==> src/rtl/core/midpoint_ellipse_points_defines.svh <==
// Assertion macros shared by the ellipse point generator RTL.
// Depends on nothing; included by the files that carry concurrent assertions.
`ifndef MIDPOINT_ELLIPSE_POINTS_DEFINES_SVH
`define MIDPOINT_ELLIPSE_POINTS_DEFINES_SVH

`ifndef ASSERT_OFF

// Clocked property check, disabled while reset is asserted.
`define MEP_ASSERT(label, clk, rst_n, prop, msg) \
	label: assert property (@(posedge clk) disable iff (!rst_n) prop) else $error(msg);

// Condition that must never be seen at a clock edge outside reset.
`define MEP_ASSERT_NEVER(label, clk, rst_n, cond, msg) \
	label: assert property (@(posedge clk) disable iff (!rst_n) !(cond)) else $error(msg);

`else

`define MEP_ASSERT(label, clk, rst_n, prop, msg)
`define MEP_ASSERT_NEVER(label, clk, rst_n, cond, msg)

`endif

`endif

==> src/rtl/core/mep_pkg.sv <==
// Shared types, widths and codes for the midpoint ellipse point generator.
// Used by mep_ctrl, mep_datapath and midpoint_ellipse_points; depends on nothing.
package mep_pkg;

	// Algorithm limits.
	localparam int MAX_POINTS = 4096;
	localparam int RAD_W      = 10;
	localparam int CNT_W      = $clog2(MAX_POINTS) + 1;

	// Field and datapath widths.
	localparam int COORD_W    = 16;
	localparam int PT_W       = 17;
	localparam int OFF_W      = 11;
	localparam int SQ_W       = 21;
	localparam int SLOPE_W    = 34;
	localparam int TERM_W     = 36;
	localparam int DEC_W      = 48;
	localparam int MUL_W      = 24;
	localparam int PROD_W     = 2 * MUL_W;

	// Stream widths, padded to whole bytes.
	localparam int IN_DATA_W  = 56;
	localparam int OUT_DATA_W = 40;

	// Action codes carried in the input tuser.
	localparam logic ACT_START = 1'b0;
	localparam logic ACT_NEXT  = 1'b1;

	// Rasterization phase.
	typedef enum logic [1:0] {
		PH_IDLE,
		PH_REGION1,
		PH_REGION2
	} phase_t;

	// Controller sequencer states.
	typedef enum logic [3:0] {
		ST_READY,
		ST_SQ_A,
		ST_SQ_B,
		ST_MUL_P,
		ST_INIT,
		ST_CHOOSE,
		ST_E1,
		ST_E2,
		ST_E3,
		ST_E4,
		ST_E5,
		ST_E6,
		ST_ADV1,
		ST_ADV2,
		ST_ADV3
	} ctrl_state_t;

	// Datapath operations.
	typedef enum logic [3:0] {
		OP_NONE,
		OP_LOAD,
		OP_SQ_RX,
		OP_SQ_RY,
		OP_MUL_P,
		OP_INIT,
		OP_E_AB,
		OP_E_TX,
		OP_E_BTX,
		OP_E_TY,
		OP_E_ATY,
		OP_E_FIN,
		OP_STEP,
		OP_TERM,
		OP_APPLY
	} dp_op_t;

	// Commands from controller to datapath.
	typedef struct packed {
		dp_op_t     op;
		logic       region2;
		logic       emit;
		logic [1:0] mirror;
		logic       last;
	} dp_cmd_t;

	// Status from datapath to controller.
	typedef struct packed {
		logic off_y_zero;
		logic sx_lt_sy;
		logic out_free;
	} dp_status_t;

endpackage

==> src/rtl/core/mep_datapath.sv <==
// Datapath of the ellipse point generator: shared multiplier, slope and decision
// registers, offsets and the output beat register. Depends on mep_pkg.
module mep_datapath (
	input  logic                           clk,
	input  logic                           arst_n,
	input  mep_pkg::dp_cmd_t               cmd,
	output mep_pkg::dp_status_t            status,
	input  logic [mep_pkg::IN_DATA_W-1:0]  in_data,
	output logic                           m_tvalid,
	input  logic                           m_tready,
	output logic [mep_pkg::OUT_DATA_W-1:0] m_tdata,
	output logic                           m_tlast
);

	logic signed [mep_pkg::COORD_W-1:0] cx_q, cy_q;
	logic        [mep_pkg::RAD_W-1:0]   rx_q, ry_q;
	logic        [mep_pkg::OFF_W-1:0]   offx_q;
	logic signed [mep_pkg::OFF_W-1:0]   offy_q;
	logic signed [mep_pkg::SLOPE_W-1:0] sx_q, sy_q;
	logic signed [mep_pkg::DEC_W-1:0]   dec_q;
	logic        [mep_pkg::SQ_W-1:0]    a2_q, b2_q;
	logic signed [mep_pkg::PROD_W-1:0]  prod_q;
	logic signed [mep_pkg::TERM_W-1:0]  term_q;
	logic                               use_sx_q, use_sy_q;
	logic        [mep_pkg::PT_W-1:0]    ox_q, oy_q;
	logic                               olast_q, ovalid_q;

	logic signed [mep_pkg::MUL_W-1:0]   mul_a, mul_b;
	logic        [mep_pkg::OFF_W:0]     tx;
	logic signed [mep_pkg::OFF_W:0]     ty;
	logic signed [mep_pkg::SLOPE_W-1:0] two_a2, two_b2;
	logic signed [mep_pkg::DEC_W-1:0]   prod_x4;
	logic signed [mep_pkg::TERM_W-1:0]  term_sx, term_sy, term_sq;
	logic                               dec_neg, dec_pos;
	logic signed [mep_pkg::PT_W-1:0]    cx_ext, cy_ext, offx_ext, offy_ext;

	// Helper terms shared by several operations.
	assign tx      = {offx_q, 1'b1};
	assign ty      = $signed({offy_q[mep_pkg::OFF_W-1], offy_q}) - 12'sd1;
	assign two_a2  = $signed({{(mep_pkg::SLOPE_W - mep_pkg::SQ_W - 1){1'b0}}, a2_q, 1'b0});
	assign two_b2  = $signed({{(mep_pkg::SLOPE_W - mep_pkg::SQ_W - 1){1'b0}}, b2_q, 1'b0});
	assign prod_x4 = $signed({prod_q[mep_pkg::PROD_W-3:0], 2'b00});
	assign dec_neg = dec_q[mep_pkg::DEC_W-1];
	assign dec_pos = !dec_q[mep_pkg::DEC_W-1] && (dec_q != '0);

	// Operand selection for the shared multiplier.
	always_comb begin
		mul_a = '0;
		mul_b = '0;
		case (cmd.op)
			mep_pkg::OP_SQ_RX: begin
				mul_a = $signed({{(mep_pkg::MUL_W - mep_pkg::RAD_W){1'b0}}, rx_q});
				mul_b = mul_a;
			end
			mep_pkg::OP_SQ_RY: begin
				mul_a = $signed({{(mep_pkg::MUL_W - mep_pkg::RAD_W){1'b0}}, ry_q});
				mul_b = mul_a;
			end
			mep_pkg::OP_MUL_P: begin
				mul_a = $signed({{(mep_pkg::MUL_W - mep_pkg::SQ_W){1'b0}}, a2_q});
				mul_b = $signed({{(mep_pkg::MUL_W - mep_pkg::RAD_W){1'b0}}, ry_q});
			end
			mep_pkg::OP_E_AB: begin
				mul_a = $signed({{(mep_pkg::MUL_W - mep_pkg::SQ_W){1'b0}}, a2_q});
				mul_b = $signed({{(mep_pkg::MUL_W - mep_pkg::SQ_W){1'b0}}, b2_q});
			end
			mep_pkg::OP_E_TX: begin
				mul_a = $signed({{(mep_pkg::MUL_W - mep_pkg::OFF_W - 1){1'b0}}, tx});
				mul_b = mul_a;
			end
			mep_pkg::OP_E_BTX: begin
				mul_a = $signed({{(mep_pkg::MUL_W - mep_pkg::SQ_W){1'b0}}, b2_q});
				mul_b = prod_q[mep_pkg::MUL_W-1:0];
			end
			mep_pkg::OP_E_TY: begin
				mul_a = $signed({{(mep_pkg::MUL_W - mep_pkg::OFF_W - 1){ty[mep_pkg::OFF_W]}}, ty});
				mul_b = mul_a;
			end
			mep_pkg::OP_E_ATY: begin
				mul_a = $signed({{(mep_pkg::MUL_W - mep_pkg::SQ_W){1'b0}}, a2_q});
				mul_b = prod_q[mep_pkg::MUL_W-1:0];
			end
			default: begin
				mul_a = '0;
				mul_b = '0;
			end
		endcase
	end

	// Parts of the decision increment, picked by the branch taken in the step.
	assign term_sx = use_sx_q ? $signed({{(mep_pkg::TERM_W - mep_pkg::SLOPE_W){sx_q[mep_pkg::SLOPE_W-1]}},
		sx_q}) : '0;
	assign term_sy = use_sy_q ? $signed({{(mep_pkg::TERM_W - mep_pkg::SLOPE_W){sy_q[mep_pkg::SLOPE_W-1]}},
		sy_q}) : '0;
	assign term_sq = $signed({{(mep_pkg::TERM_W - mep_pkg::SQ_W){1'b0}}, cmd.region2 ? a2_q : b2_q});

	// Algorithm registers; payload only, no reset needed.
	always_ff @(posedge clk) begin
		prod_q <= mul_a * mul_b;
		case (cmd.op)
			mep_pkg::OP_LOAD: begin
				cx_q   <= $signed(in_data[15:0]);
				cy_q   <= $signed(in_data[31:16]);
				rx_q   <= in_data[41:32];
				ry_q   <= in_data[51:42];
				offx_q <= '0;
				offy_q <= $signed({1'b0, in_data[51:42]});
				sx_q   <= '0;
			end
			mep_pkg::OP_SQ_RY: begin
				a2_q <= prod_q[mep_pkg::SQ_W-1:0];
			end
			mep_pkg::OP_MUL_P: begin
				b2_q <= prod_q[mep_pkg::SQ_W-1:0];
			end
			mep_pkg::OP_INIT: begin
				sy_q  <= $signed({prod_q[mep_pkg::SLOPE_W-2:0], 1'b0});
				dec_q <= $signed({{(mep_pkg::DEC_W - mep_pkg::SQ_W - 2){1'b0}}, b2_q, 2'b00})
					- prod_x4 + $signed({{(mep_pkg::DEC_W - mep_pkg::SQ_W){1'b0}}, a2_q});
			end
			mep_pkg::OP_E_TX: begin
				dec_q <= -prod_x4;
			end
			mep_pkg::OP_E_TY: begin
				dec_q <= dec_q + prod_q;
			end
			mep_pkg::OP_E_FIN: begin
				dec_q <= dec_q + prod_x4;
			end
			mep_pkg::OP_STEP: begin
				if (!cmd.region2) begin
					offx_q   <= offx_q + 11'd1;
					sx_q     <= sx_q + two_b2;
					use_sx_q <= 1'b1;
					use_sy_q <= !dec_neg;
					if (!dec_neg) begin
						offy_q <= offy_q - 11'sd1;
						sy_q   <= sy_q - two_a2;
					end
				end else begin
					offy_q   <= offy_q - 11'sd1;
					sy_q     <= sy_q - two_a2;
					use_sx_q <= !dec_pos;
					use_sy_q <= 1'b1;
					if (!dec_pos) begin
						offx_q <= offx_q + 11'd1;
						sx_q   <= sx_q + two_b2;
					end
				end
			end
			mep_pkg::OP_TERM: begin
				term_q <= term_sx - term_sy + term_sq;
			end
			mep_pkg::OP_APPLY: begin
				dec_q <= dec_q + $signed({{(mep_pkg::DEC_W - mep_pkg::TERM_W - 2){term_q[mep_pkg::TERM_W-1]}},
					term_q, 2'b00});
			end
			default: begin
			end
		endcase
	end

	// Mirrored point for the output beat.
	assign cx_ext   = $signed({cx_q[mep_pkg::COORD_W-1], cx_q});
	assign cy_ext   = $signed({cy_q[mep_pkg::COORD_W-1], cy_q});
	assign offx_ext = $signed({{(mep_pkg::PT_W - mep_pkg::OFF_W){1'b0}}, offx_q});
	assign offy_ext = $signed({{(mep_pkg::PT_W - mep_pkg::OFF_W){offy_q[mep_pkg::OFF_W-1]}}, offy_q});

	always_ff @(posedge clk) begin
		if (cmd.emit) begin
			ox_q    <= cmd.mirror[0] ? cx_ext - offx_ext : cx_ext + offx_ext;
			oy_q    <= cmd.mirror[1] ? cy_ext - offy_ext : cy_ext + offy_ext;
			olast_q <= cmd.last;
		end
	end

	// Output beat valid flag.
	always_ff @(posedge clk or negedge arst_n) begin
		if (!arst_n) begin
			ovalid_q <= 1'b0;
		end else if (cmd.emit) begin
			ovalid_q <= 1'b1;
		end else if (m_tready) begin
			ovalid_q <= 1'b0;
		end
	end

	assign m_tvalid = ovalid_q;
	assign m_tdata  = {{(mep_pkg::OUT_DATA_W - 2 * mep_pkg::PT_W){1'b0}}, oy_q, ox_q};
	assign m_tlast  = olast_q;

	// Status toward the controller.
	assign status.off_y_zero = (offy_q == '0);
	assign status.sx_lt_sy   = (sx_q < sy_q);
	assign status.out_free   = !ovalid_q || m_tready;

endmodule

==> src/rtl/core/mep_ctrl.sv <==
// Controller of the ellipse point generator: sequencer, phase, mirror index and
// point count. Depends on mep_pkg; drives mep_datapath through dp_cmd_t.
module mep_ctrl (
	input  logic                clk,
	input  logic                arst_n,
	input  logic                s_tvalid,
	output logic                s_tready,
	input  logic                action,
	input  mep_pkg::dp_status_t status,
	output mep_pkg::dp_cmd_t    cmd
);

	mep_pkg::ctrl_state_t      state_q, state_d;
	mep_pkg::phase_t           phase_q, phase_d;
	logic [1:0]                mirror_q, mirror_d;
	logic [mep_pkg::CNT_W-1:0] count_q, count_d;
	logic [mep_pkg::CNT_W:0]   count_inc;
	logic                      accept;
	logic                      last;

	// Sequencer and counter registers.
	always_ff @(posedge clk or negedge arst_n) begin
		if (!arst_n) begin
			state_q  <= mep_pkg::ST_READY;
			phase_q  <= mep_pkg::PH_IDLE;
			mirror_q <= '0;
			count_q  <= '0;
		end else begin
			state_q  <= state_d;
			phase_q  <= phase_d;
			mirror_q <= mirror_d;
			count_q  <= count_d;
		end
	end

	assign s_tready  = (state_q == mep_pkg::ST_READY) && status.out_free;
	assign accept    = s_tvalid && s_tready;
	assign count_inc = {1'b0, count_q} + 1'b1;
	assign last      = ((phase_q == mep_pkg::PH_REGION2) && (mirror_q == 2'd3) && status.off_y_zero)
		|| (count_inc >= (mep_pkg::CNT_W + 1)'(mep_pkg::MAX_POINTS));

	// Next state and datapath commands.
	always_comb begin
		state_d     = state_q;
		phase_d     = phase_q;
		mirror_d    = mirror_q;
		count_d     = count_q;
		cmd.op      = mep_pkg::OP_NONE;
		cmd.region2 = (phase_q == mep_pkg::PH_REGION2);
		cmd.emit    = 1'b0;
		cmd.mirror  = mirror_q;
		cmd.last    = last;
		case (state_q)
			mep_pkg::ST_READY: begin
				if (accept && (action == mep_pkg::ACT_START)) begin
					cmd.op   = mep_pkg::OP_LOAD;
					phase_d  = mep_pkg::PH_IDLE;
					mirror_d = '0;
					count_d  = '0;
					state_d  = mep_pkg::ST_SQ_A;
				end else if (accept && (phase_q != mep_pkg::PH_IDLE)) begin
					cmd.emit = 1'b1;
					count_d  = count_inc[mep_pkg::CNT_W-1:0];
					if (last) begin
						phase_d = mep_pkg::PH_IDLE;
					end else if (mirror_q != 2'd3) begin
						mirror_d = mirror_q + 2'd1;
					end else begin
						mirror_d = '0;
						state_d  = mep_pkg::ST_ADV1;
					end
				end
			end
			mep_pkg::ST_SQ_A: begin
				cmd.op  = mep_pkg::OP_SQ_RX;
				state_d = mep_pkg::ST_SQ_B;
			end
			mep_pkg::ST_SQ_B: begin
				cmd.op  = mep_pkg::OP_SQ_RY;
				state_d = mep_pkg::ST_MUL_P;
			end
			mep_pkg::ST_MUL_P: begin
				cmd.op  = mep_pkg::OP_MUL_P;
				state_d = mep_pkg::ST_INIT;
			end
			mep_pkg::ST_INIT: begin
				cmd.op  = mep_pkg::OP_INIT;
				state_d = mep_pkg::ST_CHOOSE;
			end
			mep_pkg::ST_CHOOSE: begin
				if (status.sx_lt_sy) begin
					phase_d = mep_pkg::PH_REGION1;
					state_d = mep_pkg::ST_READY;
				end else begin
					state_d = mep_pkg::ST_E1;
				end
			end
			mep_pkg::ST_E1: begin
				cmd.op  = mep_pkg::OP_E_AB;
				state_d = mep_pkg::ST_E2;
			end
			mep_pkg::ST_E2: begin
				cmd.op  = mep_pkg::OP_E_TX;
				state_d = mep_pkg::ST_E3;
			end
			mep_pkg::ST_E3: begin
				cmd.op  = mep_pkg::OP_E_BTX;
				state_d = mep_pkg::ST_E4;
			end
			mep_pkg::ST_E4: begin
				cmd.op  = mep_pkg::OP_E_TY;
				state_d = mep_pkg::ST_E5;
			end
			mep_pkg::ST_E5: begin
				cmd.op  = mep_pkg::OP_E_ATY;
				state_d = mep_pkg::ST_E6;
			end
			mep_pkg::ST_E6: begin
				cmd.op  = mep_pkg::OP_E_FIN;
				phase_d = mep_pkg::PH_REGION2;
				state_d = mep_pkg::ST_READY;
			end
			mep_pkg::ST_ADV1: begin
				cmd.op  = mep_pkg::OP_STEP;
				state_d = mep_pkg::ST_ADV2;
			end
			mep_pkg::ST_ADV2: begin
				cmd.op  = mep_pkg::OP_TERM;
				state_d = mep_pkg::ST_ADV3;
			end
			mep_pkg::ST_ADV3: begin
				cmd.op = mep_pkg::OP_APPLY;
				// Region 1 leaves for region 2 once the x slope catches up.
				if ((phase_q == mep_pkg::PH_REGION1) && !status.sx_lt_sy) begin
					state_d = mep_pkg::ST_E1;
				end else begin
					state_d = mep_pkg::ST_READY;
				end
			end
			default: begin
				state_d = mep_pkg::ST_READY;
			end
		endcase
	end

endmodule

==> src/rtl/core/midpoint_ellipse_points.sv <==
// Start beat: ST_SQ_A to ST_CHOOSE set up on the shared 24x24 multiplier; ST_E1 to ST_E6 follow
// if region 2 starts at once. Next beat: its point is on m_tvalid in the cycle after acceptance;
// a step's four mirrored points take a next beat each; ST_ADV1 to ST_ADV3 then update the step,
// plus ST_E1 to ST_E6 when region 2 begins. A result waiting on m_tready holds off the input.
// arst_n clears the sequencer, phase, mirror index, point count and output valid.
module midpoint_ellipse_points (
	input  logic                           clk,
	input  logic                           arst_n,
	input  logic                           s_tvalid,
	output logic                           s_tready,
	// center_x[15:0], center_y[31:16], radius_x[41:32], radius_y[51:42], zero pad
	input  logic [mep_pkg::IN_DATA_W-1:0]  s_tdata,
	// action[0]
	input  logic                           s_tuser,
	output logic                           m_tvalid,
	input  logic                           m_tready,
	// point_x[16:0], point_y[33:17], zero pad
	output logic [mep_pkg::OUT_DATA_W-1:0] m_tdata,
	output logic                           m_tlast
);

	`include "midpoint_ellipse_points_defines.svh"

	mep_pkg::dp_cmd_t    cmd;
	mep_pkg::dp_status_t status;

	// Sequencer.
	mep_ctrl u_ctrl (
		.clk      (clk),
		.arst_n   (arst_n),
		.s_tvalid (s_tvalid),
		.s_tready (s_tready),
		.action   (s_tuser),
		.status   (status),
		.cmd      (cmd)
	);

	// Arithmetic and output beat register.
	mep_datapath u_datapath (
		.clk      (clk),
		.arst_n   (arst_n),
		.cmd      (cmd),
		.status   (status),
		.in_data  (s_tdata),
		.m_tvalid (m_tvalid),
		.m_tready (m_tready),
		.m_tdata  (m_tdata),
		.m_tlast  (m_tlast)
	);

	// A stalled output beat blocks the input side.
	`MEP_ASSERT_NEVER(a_no_accept_when_blocked, clk, arst_n, s_tready && m_tvalid && !m_tready, "input ready while output beat is stalled")

	// A start beat launches the setup sequence, so the next cycle is not ready.
	`MEP_ASSERT(a_start_busy, clk, arst_n, (s_tvalid && s_tready && (s_tuser == mep_pkg::ACT_START)) |=> !s_tready, "ready right after a start beat")

	// A new output beat only follows an accepted next beat.
	`MEP_ASSERT(a_out_from_next, clk, arst_n, $rose(m_tvalid) |-> $past(s_tvalid && s_tready && (s_tuser == mep_pkg::ACT_NEXT)), "output beat without a next request")

endmodule

==> config.mk <==
export PLATFORM = sky130hd
export DESIGN_NAME = midpoint_ellipse_points
export DESIGN_NICKNAME = d
export VERILOG_FILES = /design/src/rtl/core/mep_pkg.sv /design/src/rtl/core/mep_datapath.sv /design/src/rtl/core/mep_ctrl.sv /design/src/rtl/core/midpoint_ellipse_points.sv
export VERILOG_INCLUDE_DIRS = /design/src /design/src/rtl/core
export SDC_FILE = /design/constraint.sdc
export NUM_CORES = 2
export LEC_CHECK = 0
export BUFFER_PORTS_ARGS = -buffer_cell sky130_fd_sc_hd__clkbuf_2
export CAP_MARGIN = 30
export CORE_ASPECT_RATIO = 0.7
export CORE_MARGIN = 4
export CORE_UTILIZATION = 55
export DETAILED_ROUTE_END_ITERATION = 10
export GPL_TIMING_DRIVEN = 0
export PLACE_DENSITY = 0.83
export SLEW_MARGIN = 20
export SYNTH_ARGS = -nofsm -noshare
export SYNTH_HDL_FRONTEND = slang
export SYNTH_SLANG_ARGS = --single-unit
export TNS_END_PERCENT = 30
==> constraint.sdc <==
create_clock -name clk -period 9.6 [get_ports clk]
set_input_delay 0.96 -clock clk [delete_from_list [all_inputs] [get_ports clk]]
set_output_delay 0.96 -clock clk [all_outputs]
set_load 0.01 [all_outputs]
== Word-level counts from Yosys, hierarchy flattened ==
Index checks and enable logic that the tools add are counted.

* Word-level logic and storage cells: 165
* Register bits after elaboration: 375
* Bits of input ports: 61
* Output and inout port bits: 43

* Multipliers: 1
* $add $sub $neg: 19
* Multiplexer cells: 45
* Bitwise logic cells: 1
* Reduce and logical (&&, ||, !) cells: 34
* Equality and inequality tests: 40
* $lt $le $gt $ge: 2

{| class="wikitable"
|+ Operators with widths
! cell !! number
|-
| case mux 24 bit (6 select lines) || 2
|-
| case mux 48 bit (5 select lines) || 1
|-
| 2-to-1 mux 34 bit || 4
|-
| case mux 34 bit (2 select lines) || 2
|-
| case mux 4 bit (14 select lines) || 2
|-
| adder 48 bit || 2
|-
| 2-to-1 mux 36 bit || 2
|-
| == test 4 bit (second input constant) || 14
|-
| adder 48 x 22 -> 48 bit || 1
|-
| adder 48 x 38 -> 48 bit || 1
|-
| multiplier 24 x 24 -> 48 bit || 1
|-
| negator 48 bit || 1
|-
| nonzero test 48 bit || 1
|-
| subtractor 24 x 48 -> 48 bit || 1
|-
| 2-to-1 mux 11 bit || 4
|-
| case mux 11 bit (2 select lines) || 2
|-
| adder 36 x 22 -> 36 bit || 1
|-
| subtractor 36 bit || 1
|-
| adder 34 x 23 -> 34 bit || 1
|-
| < comparator 34 bit || 1
|-
| 2-to-1 mux 17 bit || 2
|-
| subtractor 34 x 23 -> 34 bit || 1
|-
| == test 4 x 3 -> 1 bit (second input constant) || 8
|-
| 2-to-1 mux 13 bit || 2
|-
| other kinds (38) || 84
|}

== Depth between registers and ports, before layout ==
* Depth in word-level cells: 11
* Gate-level depth with buffers: 38
* Gate-level depth less buffers: 36

== Hierarchy ==
A second synthesis with hierarchy kept.

* Cell total of the unflattened synthesis: 5648
* Area total of the unflattened synthesis: 50410.8 um^2

{| class="wikitable"
|+ Modules (own cells, without submodules)
! module !! seq. area each (um^2) !! times used !! area each (um^2) !! cells each
|-
| mep_datapath || 10084.7 || 1 || 49008.3 || 5472
|-
| mep_ctrl || 525.5 || 1 || 1402.6 || 176
|}

== Least setup slack after synthesis ==
Ideal clock, no wire load.

* Path type: reg2reg
* Start: register u_ctrl.state_q[3]
* End: register u_datapath.prod_q[45] in the netlist's numbering
* Setup time: 0.072 ns
* Slack: 0.578 ns
* Required time: 9.528 ns
* Arrival: 8.950 ns
* Path buffers: 4
* Period minus slack after synthesis: 9.022 ns
* Cell stages (with the launch flop): 37
* Cells stage by stage: dfrtp_1 clkbuf_1 nor2_1 inv_1 nor2_1 clkbuf_1 a222oi_1 nand2b_1 clkbuf_1 clkbuf_1 nand2_1 fa_1 inv_1 fa_1 inv_1 fa_1 inv_1 fa_1 inv_1 fa_1 inv_1 fa_1 inv_1 fa_1 inv_1 ha_1 a21oi_1 o21ai_0 o41ai_1 a2bb2oi_1 or4_1 a31oi_1 a41o_1 o21a_1 nor2_1 o21ai_1 xor2_1

* Cells in the longest elaborated chain, start to end: 10
* Elaborated cells between the ends (all ways): 33
* Those cells by class: mul: 1; eq/ne: 21; mux: 4; reduce/logical: 7

{| class="wikitable"
|+ Ends and longest elaborated chain
! what !! line !! text
|-
| from (decl) || mep_ctrl.sv:13 || <nowiki>mep_pkg::ctrl_state_t state_q, state_d;</nowiki>
|-
| from (signal assigned) || mep_ctrl.sv:24 || <nowiki>state_q <= mep_pkg::ST_READY;</nowiki>
|-
| from (signal assigned) || mep_ctrl.sv:29 || <nowiki>state_q <= state_d;</nowiki>
|-
| logical NOT 4 bit || mep_ctrl.sv:36, mep_ctrl.sv:53 ||
|-
| logical AND 1 bit || mep_ctrl.sv:36 || <nowiki>assign s_tready = (state_q == mep_pkg::ST_READY) && status.out_free;</nowiki>
|-
| logical AND 1 bit || mep_ctrl.sv:37 || <nowiki>assign accept = s_tvalid && s_tready;</nowiki>
|-
| logical AND 1 bit || mep_ctrl.sv:55 || <nowiki>if (accept && (action == mep_pkg::ACT_START)) begin</nowiki>
|-
| 2-to-1 mux 1 bit || mep_ctrl.sv:55 ||
|-
| case mux 4 bit (14 select lines) (*) || mep_ctrl.sv:53 || <nowiki>case (state_q)</nowiki>
|-
| == test 4 x 3 -> 1 bit, or another cell as far along || mep_datapath.sv:50 || <nowiki>case (cmd.op)</nowiki>
|-
| OR reduction 3 bit (no source line) / OR reduction 2 bit (equally long branches) || -- ||
|-
| case mux 24 bit (6 select lines) || mep_datapath.sv:50 ||
|-
| multiplier 24 x 24 -> 48 bit (*) || mep_datapath.sv:99 || <nowiki>prod_q <= mul_a * mul_b;</nowiki>
|-
| to (signal assigned) || mep_datapath.sv:99 ||
|-
| to (decl) || mep_datapath.sv:22 || <nowiki>logic signed [mep_pkg::PROD_W-1:0] prod_q;</nowiki>
|}

Every way passes the cells marked *; elsewhere a longest branch is shown, timed or not.
A chain may end at the register's enable or synchronous reset.

== Final worst setup path ==
* Start: register u_datapath.offy_q[1] in the netlist's numbering
* End: register u_datapath.prod_q[44] in the netlist's numbering

* Cells in the longest elaborated chain, start to end: 3
* Elaborated cells between the ends (all ways): 4
* Those cells by class: add/sub: 1; mul: 1; mux: 2

{| class="wikitable"
|+ Ends and longest elaborated chain
! what !! line !! text
|-
| from (decl) || mep_datapath.sv:18 || <nowiki>logic signed [mep_pkg::OFF_W-1:0] offy_q;</nowiki>
|-
| from (signal assigned) || mep_datapath.sv:107 || <nowiki>offy_q <= $signed({1'b0, in_data[51:42]});</nowiki>
|-
| from (signal assigned) || mep_datapath.sv:137 || <nowiki>offy_q <= offy_q - 11'sd1;</nowiki>
|-
| from (signal assigned) || mep_datapath.sv:141 || <nowiki>offy_q <= offy_q - 11'sd1;</nowiki>
|-
| subtractor 11 x 2 -> 12 bit (*) || mep_datapath.sv:39 || <nowiki>assign ty = $signed({offy_q[mep_pkg::OFF_W-1], offy_q}) - 12'sd1;</nowiki>
|-
| case mux 24 bit (6 select lines) || mep_datapath.sv:50 ||
|-
| multiplier 24 x 24 -> 48 bit (*) || mep_datapath.sv:99 ||
|}

Marked as above.

==> key figures <==
Status
  • Outcome: finished with violations
  • Failing checks: negative setup slack

Synth
  • Synth Flop Type: edfxtp_1
  • Post-synthesis adder-cell area fraction: 35.1%
  • Synthesis-stage register bit count: 373
  • Mux share of post-synthesis cell area: 0.353%
  • Avg Inst Size Synth: 8.90 µm²
  • Xor/xnor share of the synthesized area: 5.56%
  • Post-synth EDFFs: 303
  • Distinct cells, synth: 92
  • Ys async rst share: 5.90%
  • Post-synthesis compound-gate area fraction: 14.2%
  • Mapped Area: 49900 µm²
  • Top cells by area, synth: fa_1 (25%), edfxtp_1 (18%), ha_1 (10%), inv_1 (6.1%), nand2_1 (6.0%)
  • Syn. warnings: 0
  • Most common cell in the netlist: inv_1
  • Sequential share of the synthesized area: 21.3%
  • Leading area contributor after synthesis: fa_1
  • Post-Synth Simple-Gate Area: 15.6%
  • Post-synth top cells: inv_1 (813), nand2_1 (796), fa_1 (621)
  • Largest family of logic cells by synthesized area: adder cells
  • Post-Synthesis Cells: 5610
  • Area fraction of the dominant cell type after synthesis: 24.9%

Final layout
  • Fill cell count: 7516
  • Share of cells above drive strength 1: 9.44%
  • Register area: 10600 µm²
  • Utilization of the core after routing: 61.7%
  • Area growth, synth to finish: 11.3%
  • Area occupied by multi-input gates: 36400 µm²
  • Fin nets: 6925

Floorplanning
  • Die W: 368 µm
  • Die Y: 260 µm
  • Die area: 95700 µm²
  • Core ar.: 90000 µm²
  • Initial core utilization: 55.5%
  • Top Ports: 104
  • Std-Cell Rows: 92

Flow run
  • Max cap viols: 0

Placed design
  • IO Port Bufs: 93
  • Placer Congestion: 1.05
  • Placed wire-length estimate: 148000 µm

STA
  • Final worst setup slack: -0.0113 ns
  • Final slew viol count: 0
  • Final Hold Viols: 0
  • Final Critical Period: 9.61 ns
  • Finish-stage setup viols: 3
  • Final Cycle Share: 100%
  • Clock skew: 0.0210 ns
  • Max transition margin: 22.8%
  • RSZ-0062 raised after global routing: true
  • F_max: 0.104 GHz
  • Worst-margin pin slew: 1.16 ns

Detailed routing
  • Vias: 44500
  • Routed WL per cell: 26.3 µm
  • DRT Wirelength: 186000 µm
  • Vias per cell: 6.28
  • Starting DRT DRC Count: 6189
  • Drt first pass iters: 10
  • DRC: 0
  • Remaining antenna violation count after routing: 0

Global route
  • All-Layer GR Usage: 38.1%
  • Initial antenna violation count: 9
  • Pin count of the biggest net entering global routing: 38
  • Grt total ovfl: 0
  • Global-route wire length before repair: 271000 µm
  • Vias in the first global route: 42200

Clocking
  • TritonCTS buffer count: 39
  • Clock Sinks: 373
  • Max H-tree Level: 2
  • Clk slew on worst S/H paths: 0.07 ns
  • Root Buffer: clkbuf_16
  • Hold buffer count at cts: 0
  • CTS tree: yes
  • Clk_lat worst skew: 0.58 ns
  • CTS Buffer Depth: 3

Worst setup path
  • Worst Setup End Kind: flip-flop
  • Worst R2R End: u_datapath.prod_q[44]
  • Crit path buf inv count: 8
  • Critical path's slowest cell: fa_2
  • Critical path's largest stage delay: 0.63 ns
  • Worst Path Required: 9.99 ns
  • Cell family with most CP delay: adder cells
  • Crit Path Max Fanout: 5
  • Worst path arrival time: 10.01 ns
  • Setup crit start kind: flip-flop
  • Most common cell on crit path: fa_1
  • Reg2Reg Setup Slack: -0.01 ns
  • WS Path Type: flip-flop to flip-flop
  • Worst R2R Start: u_datapath.offy_q[1]
  • Worst Reg-to-Reg Cells: 35

Worst hold path
  • Worst hold-check path type: input pin to asynchronous set/reset pin
[logic make-up (layout without fill, tap and decap cells)]
family	count (synthesis)	count (layout)
AOI/OAI and AO/OA	1085	1085
xor gates and xnor gates	317	317
adders and majority gates	1028	1028
buffers and inverters	1051	1301
DFF	373	373
muxes	17	17
other	1	10
and+or+nand+nor	1738	1739
[state kept, by name (all words and copies together), names as in the netlist, 2 cells and up]
signal / count
u_datapath.dec_q: 48
u_datapath.prod_q: 48
u_datapath.term_q: 36
u_datapath.sx_q: 33
u_datapath.sy_q: 33
u_datapath.a2_q: 21
u_datapath.b2_q: 21
u_datapath.ox_q: 17
u_datapath.oy_q: 17
u_datapath.cx_q: 16
u_datapath.cy_q: 16
u_ctrl.count_q: 13
u_datapath.offx_q: 11
u_datapath.offy_q: 11
u_datapath.rx_q: 10
u_datapath.ry_q: 10
u_ctrl.state_q: 4
u_ctrl.mirror_q: 2
u_ctrl.phase_q: 2
[worst register-to-register path, delay by kind of cell, from the launching register on]
| family | cells | cell delay [ns] |
|---|---|---|
| fa+ha+maj | 9 | 4.22 |
| flops | 1 | 0.41 |
| xor+xnor | 1 | 0.13 |
| mux | 1 | 0.27 |
| buf+inv | 8 | 1.05 |
| compound gates | 9 | 1.80 |
| simple gates | 7 | 1.54 |
[timing repair]
item / 4_1_cts / 5_1_grt
resized for setup: 199 / 202
buffers inserted: 31 / 48
endpoints found under the hold margin: 0 / 0
endpoints found under the setup margin: 32 / 17
cloned: 0 / 3
pin swaps: 18 / 83
[through the flow]
| stage | area, µm² | hold slack [ns] | setup WS (ns) | std cells | setup TNS, ns |
|---|---|---|---|---|---|
| after detailed placement | 52300 | 0.538 | -2.95 | 6950 | -53.44 |
| after global placement | 51900 | 0.526 | -3.14 | 6930 | -51.75 |
| after global routing | 55600 | 0.405 | -0.217 | 7088 | -1.12 |
| final | 55600 | 0.367 | -0.0113 | 7092 | -0.0282 |
| after floorplan | 49900 | 0.505 | 0.578 | 5615 | 0 |
| after CTS | 54500 | 0.376 | -0.0169 | 7036 | -0.0169 |
[layer usage]
metal / vias up / share of wire [%] / wire length (µm) / global-route usage [%]
li1: 19200 / - / - / -
met1: 21400 / 41 / 75600 / 55.5
met2: 3430 / 38 / 70300 / 50.0
met3: 464 / 18 / 33900 / 18.2
met4: 12 / 3.5 / 6590 / 9.99
met5: - / 0.076 / 142 / 0
[placed cells by master, fill, tap and decap left out, types with 34 or more instances in the layout]
master     count
nand3_1       87
xor2_1       130
dfxtp_1       48
o21ai_0      228
a21oi_1      264
nor3_1        62
nand4_1       46
clkbuf_1     122
edfxtp_1     303
o21bai_1      34
inv_1        803
a21o_1       140
and2_1        83
clkbuf_2     132
o21a_1        34
nor4_1        36
fa_1         614
clkbuf_16     42
xnor2_1      179
a31oi_1       35
nor2b_1       40
nand2_1      786
ha_1         393
buf_4         87
nand2b_1      38
and3_1        37
nor2_1       396
[layout make-up]
type	count	share of cell area (%)
sequential	373	19.1
inverter	815	5.52
multi-input combinational	4192	65.5
clock inverter	19	0.356
antenna	4	0.0180
timing repair inverter	1	0.0135
tap	1222	2.75
buffer	217	2.08
clock buffer	52	1.97
timing repair buffer	197	2.66
[how the worst max path moves through the flow]
stage / slack (ns) / end / startpoint / cells past startpoint
detailed placement: -2.95 / u_datapath.prod_q[45] / u_ctrl.state_q[0] / 33
finish: -0.01 / u_datapath.prod_q[44] / u_datapath.offy_q[1] / 35
global route: -0.22 / u_datapath.prod_q[40] / u_datapath.offy_q[1] / 37
floorplan: 0.58 / u_datapath.prod_q[45] / u_ctrl.state_q[3] / 36
CTS: -0.02 / u_datapath.prod_q[45] / u_datapath.offy_q[0] / 40
global placement: -3.14 / u_datapath.prod_q[46] / u_ctrl.state_q[1] / 30
Power is left out: the tool's default activity adds up to more than one toggle a clock period on the data nets, which glitch-free logic cannot reach.
